--- src/sv/fuzzy_obstacle_avoid_wheel_speed_core_macros.svh ---
`ifndef FUZZY_OBSTACLE_AVOID_WHEEL_SPEED_CORE_MACROS_SVH
`define FUZZY_OBSTACLE_AVOID_WHEEL_SPEED_CORE_MACROS_SVH

// checks that are off while reset is held
`define FZOA_CHK(lbl, prop, msg) \
  lbl: assert property (@(posedge clk) disable iff (!rst_n) prop) else $error(msg);

// checks that also cover the reset cycles
`define FZOA_CHK_RST(lbl, prop, msg) \
  lbl: assert property (@(posedge clk) prop) else $error(msg);

`endif

--- src/sv/fzoa_pkg.sv ---
package fzoa_pkg;

  localparam int DIST_W    = 12;
  localparam int MEM_W     = 9;
  localparam int NUM_SENS  = 4;
  localparam int NUM_RULES = 16;
  localparam int GRP       = 4;
  localparam int NUM_GRP   = NUM_RULES / GRP;
  localparam int GDEN_W    = 11;
  localparam int DEN_W     = 13;
  localparam int GNUM_W    = 14;
  localparam int NUM_W     = 16;
  localparam int MAG_W     = 15;
  localparam int Q_W       = 10;
  localparam int DVD_W     = MAG_W + Q_W;
  localparam int DVS_W     = 16;
  localparam int SPD_W     = 11;
  localparam int CONS_W    = 4;
  localparam int NUM_LANE  = 2;
  localparam int BITS_STG  = 2;
  localparam int DIV_STG   = Q_W / BITS_STG;

  localparam logic [MEM_W-1:0]  MEM_ONE = 9'd256;
  localparam logic [DIST_W-1:0] FAR_LO  = 12'd256;
  localparam logic [DIST_W-1:0] FAR_HI  = 12'd512;
  localparam logic [DVS_W-1:0]  DVS_MIN = 16'd1280;

  localparam logic signed [SPD_W-1:0] SPD_MAX = 11'sd512;
  localparam logic signed [SPD_W-1:0] SPD_MIN = -11'sd512;

  typedef logic [DIST_W-1:0]        dist_t;
  typedef logic [MEM_W-1:0]         memb_t;
  typedef logic signed [CONS_W-1:0] cons_t;
  typedef logic signed [SPD_W-1:0]  spd_t;

  // consequents in tenths of m/s, rule index k: bit 3 left .. bit 0 rear, set = near
  localparam cons_t CONS_L [NUM_RULES] = '{
    4'sd5, 4'sd5, -4'sd3, -4'sd3, 4'sd1, 4'sd1, -4'sd3, -4'sd3,
    4'sd3, 4'sd3, 4'sd3, 4'sd3, 4'sd3, 4'sd3, -4'sd3, -4'sd3
  };
  localparam cons_t CONS_R [NUM_RULES] = '{
    4'sd5, 4'sd5, 4'sd3, 4'sd3, 4'sd3, 4'sd3, 4'sd3, 4'sd3,
    4'sd1, 4'sd1, -4'sd3, -4'sd3, 4'sd3, 4'sd3, 4'sd3, 4'sd3
  };

  typedef struct packed {
    logic [NUM_LANE-1:0]            neg;
    logic [NUM_LANE-1:0][DVD_W-1:0] dvd;
    logic [DVS_W-1:0]               dvs;
  } div_in_t;

  function automatic memb_t far_of(dist_t d);
    dist_t diff;
    diff = d - FAR_LO;
    if (d <= FAR_LO) begin
      return '0;
    end else if (d >= FAR_HI) begin
      return MEM_ONE;
    end else begin
      return diff[MEM_W-1:0];
    end
  endfunction

endpackage

--- src/sv/fuzzy_obstacle_avoid_wheel_speed_core.sv ---
// Fuzzy obstacle avoider: four sonar distances in, two wheel speeds out.
// Input channel: in_valid/in_ready with in_dist_left, in_dist_right,
// in_dist_front, in_dist_rear (12-bit unsigned, 1/256 m).
// Result channel: out_valid/out_ready with out_left_speed and
// out_right_speed (11-bit two's complement, 1/1024 m/s, toward zero).
// Every item gives exactly one result item.
// Pipeline from acceptance to out_valid: membership and rule strength
// registers, weighted-sum registers, restoring divider stages at
// 2 quotient bits per stage, and the sign register.
// Throughput: one item per cycle while not stalled; the divider stages set the depth.
// Stall: the whole pipeline holds while out_valid is high and out_ready
// is low; in_ready is low for those cycles and nothing is lost.
// Reset: synchronous, active-low rst_n empties the pipeline by clearing
// the valid bits; data registers are not reset and there is no clearing pass.
`include "fuzzy_obstacle_avoid_wheel_speed_core_macros.svh"

module fuzzy_obstacle_avoid_wheel_speed_core (
  input  logic            clk,
  input  logic            rst_n,
  input  logic            in_valid,
  output logic            in_ready,
  input  fzoa_pkg::dist_t in_dist_left,
  input  fzoa_pkg::dist_t in_dist_right,
  input  fzoa_pkg::dist_t in_dist_front,
  input  fzoa_pkg::dist_t in_dist_rear,
  output logic            out_valid,
  input  logic            out_ready,
  output fzoa_pkg::spd_t  out_left_speed,
  output fzoa_pkg::spd_t  out_right_speed
);

  logic              en;
  logic              rule_v, acc_v;
  fzoa_pkg::dist_t   sonar  [fzoa_pkg::NUM_SENS];
  fzoa_pkg::memb_t   weight [fzoa_pkg::NUM_RULES];
  fzoa_pkg::div_in_t div_in;

  assign en       = !out_valid || out_ready;
  assign in_ready = en;

  assign sonar[0] = in_dist_left;
  assign sonar[1] = in_dist_right;
  assign sonar[2] = in_dist_front;
  assign sonar[3] = in_dist_rear;

  fzoa_rules u_rules (
    .clk       (clk),
    .rst_n     (rst_n),
    .en        (en),
    .in_valid  (in_valid),
    .sonar     (sonar),
    .out_valid (rule_v),
    .weight    (weight)
  );

  fzoa_accum u_accum (
    .clk       (clk),
    .rst_n     (rst_n),
    .en        (en),
    .in_valid  (rule_v),
    .weight    (weight),
    .out_valid (acc_v),
    .div_in    (div_in)
  );

  fzoa_div u_div (
    .clk         (clk),
    .rst_n       (rst_n),
    .en          (en),
    .in_valid    (acc_v),
    .div_in      (div_in),
    .out_valid   (out_valid),
    .left_speed  (out_left_speed),
    .right_speed (out_right_speed)
  );

  `FZOA_CHK(a_left_range, out_valid |-> out_left_speed <= fzoa_pkg::SPD_MAX && out_left_speed >= fzoa_pkg::SPD_MIN, "left speed out of range")
  `FZOA_CHK(a_right_range, out_valid |-> out_right_speed <= fzoa_pkg::SPD_MAX && out_right_speed >= fzoa_pkg::SPD_MIN, "right speed out of range")
  `FZOA_CHK_RST(a_rst_flush, !rst_n |=> !out_valid, "result valid right after reset")

endmodule

--- src/sv/fzoa_rules.sv ---
module fzoa_rules (
  input  logic                   clk,
  input  logic                   rst_n,
  input  logic                   en,
  input  logic                   in_valid,
  input  fzoa_pkg::dist_t        sonar [fzoa_pkg::NUM_SENS],
  output logic                   out_valid,
  output fzoa_pkg::memb_t        weight [fzoa_pkg::NUM_RULES]
);

  logic            v1_r, v2_r;
  fzoa_pkg::memb_t far_r  [fzoa_pkg::NUM_SENS];
  fzoa_pkg::memb_t near_r [fzoa_pkg::NUM_SENS];
  fzoa_pkg::memb_t far_nxt  [fzoa_pkg::NUM_SENS];
  fzoa_pkg::memb_t near_nxt [fzoa_pkg::NUM_SENS];
  fzoa_pkg::memb_t w_r   [fzoa_pkg::NUM_RULES];
  fzoa_pkg::memb_t w_nxt [fzoa_pkg::NUM_RULES];

  always_comb begin
    for (int s = 0; s < fzoa_pkg::NUM_SENS; s++) begin
      far_nxt[s]  = fzoa_pkg::far_of(sonar[s]);
      near_nxt[s] = fzoa_pkg::MEM_ONE - far_nxt[s];
    end
  end

  always_comb begin
    fzoa_pkg::memb_t w;
    fzoa_pkg::memb_t cand;
    for (int k = 0; k < fzoa_pkg::NUM_RULES; k++) begin
      w = fzoa_pkg::MEM_ONE;
      for (int s = 0; s < fzoa_pkg::NUM_SENS; s++) begin
        cand = (((k >> (fzoa_pkg::NUM_SENS - 1 - s)) & 1) != 0) ? near_r[s] : far_r[s];
        if (cand < w) begin
          w = cand;
        end
      end
      w_nxt[k] = w;
    end
  end

  always_ff @(posedge clk) begin
    if (!rst_n) begin
      v1_r <= 1'b0;
      v2_r <= 1'b0;
    end else if (en) begin
      v1_r <= in_valid;
      v2_r <= v1_r;
    end
  end

  always_ff @(posedge clk) begin
    if (en) begin
      far_r  <= far_nxt;
      near_r <= near_nxt;
      w_r    <= w_nxt;
    end
  end

  assign out_valid = v2_r;
  assign weight    = w_r;

endmodule

--- src/sv/fzoa_accum.sv ---
module fzoa_accum (
  input  logic              clk,
  input  logic              rst_n,
  input  logic              en,
  input  logic              in_valid,
  input  fzoa_pkg::memb_t   weight [fzoa_pkg::NUM_RULES],
  output logic              out_valid,
  output fzoa_pkg::div_in_t div_in
);

  logic                              va_r, vb_r;
  logic [fzoa_pkg::GDEN_W-1:0]        gden_r   [fzoa_pkg::NUM_GRP];
  logic [fzoa_pkg::GDEN_W-1:0]        gden_nxt [fzoa_pkg::NUM_GRP];
  logic signed [fzoa_pkg::GNUM_W-1:0] gnum_r   [fzoa_pkg::NUM_GRP][fzoa_pkg::NUM_LANE];
  logic signed [fzoa_pkg::GNUM_W-1:0] gnum_nxt [fzoa_pkg::NUM_GRP][fzoa_pkg::NUM_LANE];
  fzoa_pkg::div_in_t                 div_r, div_nxt;

  // group sums of four rules each
  always_comb begin
    logic signed [fzoa_pkg::GNUM_W-1:0] wv;
    int k;
    for (int g = 0; g < fzoa_pkg::NUM_GRP; g++) begin
      gden_nxt[g]    = '0;
      gnum_nxt[g][0] = '0;
      gnum_nxt[g][1] = '0;
      for (int j = 0; j < fzoa_pkg::GRP; j++) begin
        k  = g * fzoa_pkg::GRP + j;
        wv = fzoa_pkg::GNUM_W'(signed'({1'b0, weight[k]}));
        gden_nxt[g]    = gden_nxt[g] + fzoa_pkg::GDEN_W'(weight[k]);
        gnum_nxt[g][0] = gnum_nxt[g][0] + wv * fzoa_pkg::GNUM_W'(fzoa_pkg::CONS_L[k]);
        gnum_nxt[g][1] = gnum_nxt[g][1] + wv * fzoa_pkg::GNUM_W'(fzoa_pkg::CONS_R[k]);
      end
    end
  end

  // totals, sign and magnitude, divisor = 10 * den, dividend = |num| * 1024
  always_comb begin
    logic [fzoa_pkg::DEN_W-1:0]        den;
    logic [fzoa_pkg::DVS_W-1:0]        den_x;
    logic signed [fzoa_pkg::NUM_W-1:0] num;
    logic signed [fzoa_pkg::NUM_W-1:0] mag;
    den = '0;
    for (int g = 0; g < fzoa_pkg::NUM_GRP; g++) begin
      den = den + fzoa_pkg::DEN_W'(gden_r[g]);
    end
    den_x       = fzoa_pkg::DVS_W'(den);
    div_nxt.dvs = (den_x << 3) + (den_x << 1);
    for (int l = 0; l < fzoa_pkg::NUM_LANE; l++) begin
      num = '0;
      for (int g = 0; g < fzoa_pkg::NUM_GRP; g++) begin
        num = num + fzoa_pkg::NUM_W'(gnum_r[g][l]);
      end
      div_nxt.neg[l] = num[fzoa_pkg::NUM_W-1];
      mag            = num[fzoa_pkg::NUM_W-1] ? -num : num;
      div_nxt.dvd[l] = {mag[fzoa_pkg::MAG_W-1:0], {fzoa_pkg::Q_W{1'b0}}};
    end
  end

  always_ff @(posedge clk) begin
    if (!rst_n) begin
      va_r <= 1'b0;
      vb_r <= 1'b0;
    end else if (en) begin
      va_r <= in_valid;
      vb_r <= va_r;
    end
  end

  always_ff @(posedge clk) begin
    if (en) begin
      gden_r <= gden_nxt;
      gnum_r <= gnum_nxt;
      div_r  <= div_nxt;
    end
  end

  assign out_valid = vb_r;
  assign div_in    = div_r;

endmodule

--- src/sv/fzoa_div.sv ---
`include "fuzzy_obstacle_avoid_wheel_speed_core_macros.svh"

module fzoa_div (
  input  logic              clk,
  input  logic              rst_n,
  input  logic              en,
  input  logic              in_valid,
  input  fzoa_pkg::div_in_t div_in,
  output logic              out_valid,
  output fzoa_pkg::spd_t    left_speed,
  output fzoa_pkg::spd_t    right_speed
);

  localparam int NS = fzoa_pkg::DIV_STG;
  localparam int NL = fzoa_pkg::NUM_LANE;

  logic                       vs_r   [NS];
  logic [fzoa_pkg::DVS_W-1:0] dvs_r  [NS];
  logic [fzoa_pkg::DVD_W-1:0] rem_r  [NS][NL];
  logic [fzoa_pkg::Q_W-1:0]   q_r    [NS][NL];
  logic                       neg_r  [NS][NL];
  logic [fzoa_pkg::DVD_W-1:0] rem_nxt [NS][NL];
  logic [fzoa_pkg::Q_W-1:0]   q_nxt   [NS][NL];

  logic                       vo_r;
  fzoa_pkg::spd_t             spd_r   [NL];
  fzoa_pkg::spd_t             spd_nxt [NL];

  for (genvar s = 0; s < NS; s++) begin : g_stg
    logic                       src_v;
    logic [fzoa_pkg::DVS_W-1:0] src_dvs;
    logic [fzoa_pkg::DVD_W-1:0] src_rem [NL];
    logic [fzoa_pkg::Q_W-1:0]   src_q   [NL];
    logic                       src_neg [NL];

    if (s == 0) begin : g_head
      always_comb begin
        src_v   = in_valid;
        src_dvs = div_in.dvs;
        for (int l = 0; l < NL; l++) begin
          src_rem[l] = div_in.dvd[l];
          src_q[l]   = '0;
          src_neg[l] = div_in.neg[l];
        end
      end
    end else begin : g_body
      always_comb begin
        src_v   = vs_r[s-1];
        src_dvs = dvs_r[s-1];
        for (int l = 0; l < NL; l++) begin
          src_rem[l] = rem_r[s-1][l];
          src_q[l]   = q_r[s-1][l];
          src_neg[l] = neg_r[s-1][l];
        end
      end
    end

    // restoring division, two quotient bits per stage, msb first
    always_comb begin
      logic [fzoa_pkg::DVD_W:0]   sh;
      logic [fzoa_pkg::DVD_W-1:0] rem;
      logic [fzoa_pkg::Q_W-1:0]   q;
      int                         i;
      for (int l = 0; l < NL; l++) begin
        rem = src_rem[l];
        q   = src_q[l];
        for (int b = 0; b < fzoa_pkg::BITS_STG; b++) begin
          i  = fzoa_pkg::Q_W - 1 - (s * fzoa_pkg::BITS_STG + b);
          sh = (fzoa_pkg::DVD_W + 1)'(src_dvs) << i;
          if ({1'b0, rem} >= sh) begin
            rem  = rem - sh[fzoa_pkg::DVD_W-1:0];
            q[i] = 1'b1;
          end
        end
        rem_nxt[s][l] = rem;
        q_nxt[s][l]   = q;
      end
    end

    always_ff @(posedge clk) begin
      if (!rst_n) begin
        vs_r[s] <= 1'b0;
      end else if (en) begin
        vs_r[s] <= src_v;
      end
    end

    always_ff @(posedge clk) begin
      if (en) begin
        dvs_r[s] <= src_dvs;
        rem_r[s] <= rem_nxt[s];
        q_r[s]   <= q_nxt[s];
        neg_r[s] <= src_neg;
      end
    end
  end

  // sign back on, truncation toward zero
  always_comb begin
    fzoa_pkg::spd_t mag;
    for (int l = 0; l < NL; l++) begin
      mag        = fzoa_pkg::SPD_W'(q_r[NS-1][l]);
      spd_nxt[l] = neg_r[NS-1][l] ? -mag : mag;
    end
  end

  always_ff @(posedge clk) begin
    if (!rst_n) begin
      vo_r <= 1'b0;
    end else if (en) begin
      vo_r <= vs_r[NS-1];
    end
  end

  always_ff @(posedge clk) begin
    if (en) begin
      spd_r <= spd_nxt;
    end
  end

  assign out_valid   = vo_r;
  assign left_speed  = spd_r[0];
  assign right_speed = spd_r[1];

  `FZOA_CHK(a_dvs_floor, in_valid |-> div_in.dvs >= fzoa_pkg::DVS_MIN, "divisor below floor")
  `FZOA_CHK(a_rem_left, vs_r[NS-1] |-> rem_r[NS-1][0] < fzoa_pkg::DVD_W'(dvs_r[NS-1]), "left remainder not reduced")
  `FZOA_CHK(a_rem_right, vs_r[NS-1] |-> rem_r[NS-1][1] < fzoa_pkg::DVD_W'(dvs_r[NS-1]), "right remainder not reduced")

endmodule
--- config.mk ---
export PLATFORM = sky130hd
export DESIGN_NAME = fuzzy_obstacle_avoid_wheel_speed_core
export DESIGN_NICKNAME = d
export VERILOG_FILES = /design/src/sv/fzoa_pkg.sv /design/src/sv/fuzzy_obstacle_avoid_wheel_speed_core.sv /design/src/sv/fzoa_rules.sv /design/src/sv/fzoa_accum.sv /design/src/sv/fzoa_div.sv
export VERILOG_INCLUDE_DIRS = /design/src /design/src/sv
export SDC_FILE = /design/constraint.sdc
export NUM_CORES = 2
export LEC_CHECK = 0
export ABC_AREA = 1
export BUFFER_PORTS_ARGS = -buffer_cell sky130_fd_sc_hd__buf_2
export CAP_MARGIN = 25
export CORE_MARGIN = 2
export CORE_UTILIZATION = 40
export DETAILED_ROUTE_END_ITERATION = 10
export GPL_TIMING_DRIVEN = 0
export HOLD_SLACK_MARGIN = 0.02
export SLEW_MARGIN = 20
export SYNTH_ARGS = -nofsm -noshare
export SYNTH_HDL_FRONTEND = slang
export SYNTH_HIERARCHICAL = 1
export SYNTH_SLANG_ARGS = --single-unit
--- constraint.sdc ---
create_clock -name clk -period 22 [get_ports clk]
set_input_delay 3.3 -clock clk [delete_from_list [all_inputs] [get_ports clk]]
set_output_delay 3.3 -clock clk [all_outputs]
set_load 0.05 [all_outputs]
==> key figures <==
Synth
  – Yosys top cell by area: sky130_fd_sc_hd__edfxtp_1
  – Parity-gate share of the synthesized area counting xor and xnor cells: 0.0652
  – EDFF count, synth: 771
  – Area share of fa/ha/maj cells after synthesis: 0.238
  – Mux share of post-synthesis cell area: 0.000412
  – Number of warnings issued by yosys: 6
  – Fraction of the yosys area taken by sequential cells: 0.284
  – Post-synthesis async set-or-reset flop share: 0
  – Compound-cell area share of the yosys netlist: 0.102
  – Avg Cell Area, Syn: about 8.1 sq um
  – Flops & latches, synth: between 700 and 800
  – Top cells by area, synth: sky130_fd_sc_hd__edfxtp_1 (28%), sky130_fd_sc_hd__ha_1 (16%), sky130_fd_sc_hd__nand2_1 (11%), sky130_fd_sc_hd__fa_1 (8.1%), sky130_fd_sc_hd__inv_1 (6.7%)
  – Syn Std Cell Area: approximately 82000 sq um
  – Leading post-synthesis cells by instance count: sky130_fd_sc_hd__nand2_1 (2405), sky130_fd_sc_hd__inv_1 (1466), sky130_fd_sc_hd__ha_1 (1030)
  – Synthesized-area fraction occupied by and/or/nand/nor cells: 0.233
  – Largest family of logic cells by synthesized area: adder cells
  – Gate Count Post-Synth: 10100
  – Area fraction of the dominant cell type after synthesis: 0.282
  – Synth Flop Type: sky130_fd_sc_hd__edfxtp_1
  – Yosys cell types: 69
  – Count leader, synth: sky130_fd_sc_hd__nand2_1

Clock tree
  – Setup bufs post-CTS: 0
  – CTS Sinks: 777
  – Post-cts gate resize count: 0
  – Hold Buf Count CTS: 0
  – Max H-tree Level: 3
  – Number of buffers on the longest clock path: 3
  – CTS tree: built
  – Clock Latency Late Sink: 780 ps
  – Library cell used as clock root buffer: sky130_fd_sc_hd__clkbuf_16
  – Number of buffers created by CTS: 93
  – Clock-pin transition on the worst setup and hold timing paths: 50 ps

Final layout
  – Net total in the final layout: ~12000
  – Post-layout utilization of the core: 0.439
  – Filler cell count: 20100
  – Post-route non-filler standard cell count: between 10000 and 15000
  – Area growth syn-to-layout: 9.32%
  – Layout cells sized above 1: 0.0626

Floorplan
  – Area of the placeable core: ~200000 sq um
  – Die Area: between 200000 and 250000 sq um
  – Starting density of the core: 0.401
  – Height of the chip: 457 um
  – Width of the die: between 400 and 500 um
  – Row count: roughly 170
  – Number of placed I/O pins: 76

Min path
  – Worst Min Path Start: u_div/neg_r[0][6]
  – Depth of the worst hold-timing path: 0
  – Kind of path behind the tightest hold check: flop to flop
  – Endpoint of the worst hold path: u_div/neg_r[0][8]

STA
  – Slew at the pin with the worst max-slew slack: roughly 1200 ps
  – Final hold vios: 0
  – Unrepaired setup endpoints after global routing: false
  – Relative slew slack: 0.208
  – Setup skew after layout: just over 50 ps
  – Setup slack of the critical path after layout: roughly 14000 ps
  – Number of max-slew violations in the final report: 0
  – Part of the cycle the worst path needs: 0.373
  – Highest clock frequency the design can meet: 122 MHz
  – Total negative slack for setup checks: 0 ps
  – Min Clock Period, post-route: approximately 8200 ps
  – Final setup violation count: 0

Global routing
  – Overall overflow remaining after global route: 0
  – Maximum number of pins on one net before global-route repair: ~100
  – Overall fraction of global-route tracks in use: 0.235
  – Number of antenna violations at the first check in global routing: 15
  – Vias in the first global route: between 60000 and 70000
  – Wire length of the first global-routing pass: 383000 um

Job
  – Total of max-cap violations: 0

Detailed routing
  – Number of nets still failing antenna checks after routing: 0
  – Length of the first detailed-routing pass in iterations: 6
  – Total via count after detailed routing: about 69000
  – Total Wirelength: 249000 um
  – DRC violation total after the first TritonRoute iteration: around 4200
  – Detail-routed via count per cell: approximately 5.2
  – Number of remaining DRC errors: 0
  – Drt wl/cell: 19.0 um

Setup path
  – Critical path startpoint category: primary input
  – Max FO, Critical Path: 100
  – R2r endpoint: u_rules/weight[55]
  – Worst reg2reg startpoint: u_rules/near_r[35]
  – Type of the setup path with the least slack: primary input to primary output
  – Register-to-Register Path Depth: 27
  – Worst-case register-to-register setup slack: ~15000 ps
  – Critical path arrival: 4900 ps
  – Type of destination of the critical path: primary output
  – Crit path required time: between 15000 and 20000 ps

Place
  – Detailed placer's ending HPWL: ~210000 um
  – Placed cell count: around 13000
  – DP Worst Slack: 13800 ps
  – Number of buffers added on ports: 75
  – Final weighted congestion in routability-driven placement: 1.03

Outcome
  – Outcome: complete, no violations
[sequential cells by signal (all words and copies together), names as in the netlist, 5 cells and up]
signal and count:
u_div/dvs_r 64, u_rules/weight 144, u_div/q_r 60, u_accum/gnum_r 109, u_div/vs_r 5, u_accum/div_in 47, u_rules/far_r 36, u_rules/near_r 32
u_div/rem_r 200, u_div/left_speed 11, u_div/right_speed 11, u_div/neg_r 10, u_accum/gden_r 43
[cell usage in the layout, fill, tap and decap left out, drive strengths merged, types with 18 or more instances in the layout]
master | netlist | final
a211oi | 22 | 22
a21o | 54 | 54
a21oi | 727 | 727
a31oi | 34 | 34
buf | 85 | 184
clkbuf | 37 | 138
clkinv | 2 | 39
conb | 1 | 21
diode | 0 | 29
edfxtp | 771 | 771
fa | 330 | 330
ha | 1030 | 1030
inv | 1498 | 1508
nand2 | 2517 | 2517
nand3 | 642 | 642
nand3b | 18 | 18
nand4 | 273 | 273
nor2 | 643 | 643
nor3 | 119 | 119
nor4 | 25 | 25
o211ai | 28 | 28
o21ai | 478 | 478
o21bai | 66 | 66
xnor2 | 207 | 207
xor2 | 403 | 403
[worst max path at each step]
stage          startpoint       end  slack [ps]  depth (start not counted)
5_1_grt         out_ready  in_ready       13680                          6
3_5_place_dp    out_ready  in_ready       13800                          6
3_3_place_gp    out_ready  in_ready        1210                          4
2_1_floorplan   out_ready  in_ready        6120                          2
6_report        out_ready  in_ready       13800                          6
4_1_cts         out_ready  in_ready       13780                          6
[per-stage QoR]
stage / instance area (sq um) / hold slack [ps]
after floorplan: 82000 / 400
after detailed placement: 86200 / 405
after global routing: 89600 / 421
final: 89600 / 412
after global placement: 85800 / 400
after CTS: 89500 / 416
[layout make-up]
cell class / instances / area [sq um] / share of cell area
Timing Repair Buffer: 99 / 721 / 0.00804
Multi-Input combinational cell: 7757 / 52600 / 0.587
Clock inverter: 67 / 906 / 0.0101
Antenna cell: 29 / 72.6 / 0.000810
Clock buffer: 101 / 2360 / 0.0263
Sequential cell: 777 / 23300 / 0.260
Inverter: 1500 / 5630 / 0.0629
Tap cell: 2688 / 3360 / 0.0375
Buffer: 122 / 716 / 0.00799
[worst max-delay path: stages]
cell and delay, ps:
sky130_fd_sc_hd__buf_2 70, sky130_fd_sc_hd__inv_1 80, sky130_fd_sc_hd__nand2_8 140, sky130_fd_sc_hd__buf_16 390, sky130_fd_sc_hd__buf_16 370, sky130_fd_sc_hd__buf_2 360
[cell families (layout without fill, tap and decap cells)]
| group | after synthesis | after routing |
|---|---|---|
| AND/OR/NAND/NOR | 4278 | 4278 |
| buffers and inverters | 1622 | 1889 |
| AO/OA/AOI/OAI | 1485 | 1485 |
| adder cells (fa/ha/maj) | 1360 | 1360 |
| flip-flops | 777 | 777 |
| XOR/XNOR | 610 | 610 |
| multiplexers | 3 | 3 |
| other | 1 | 50 |
[metal layers]
metal | track usage | up-vias | wire (um)
met5 | 0 | - | 11
met1 | 0.267 | 32000 | 98000
met2 | 0.420 | 1705 | 123000
li1 | - | 34400 | -
met4 | 0.144 | 2 | 17500
met3 | 0.0272 | 538 | 10600
Power is left out: the tool's default activity adds up to more than one toggle a clock period on the data nets, which glitch-free logic cannot reach.
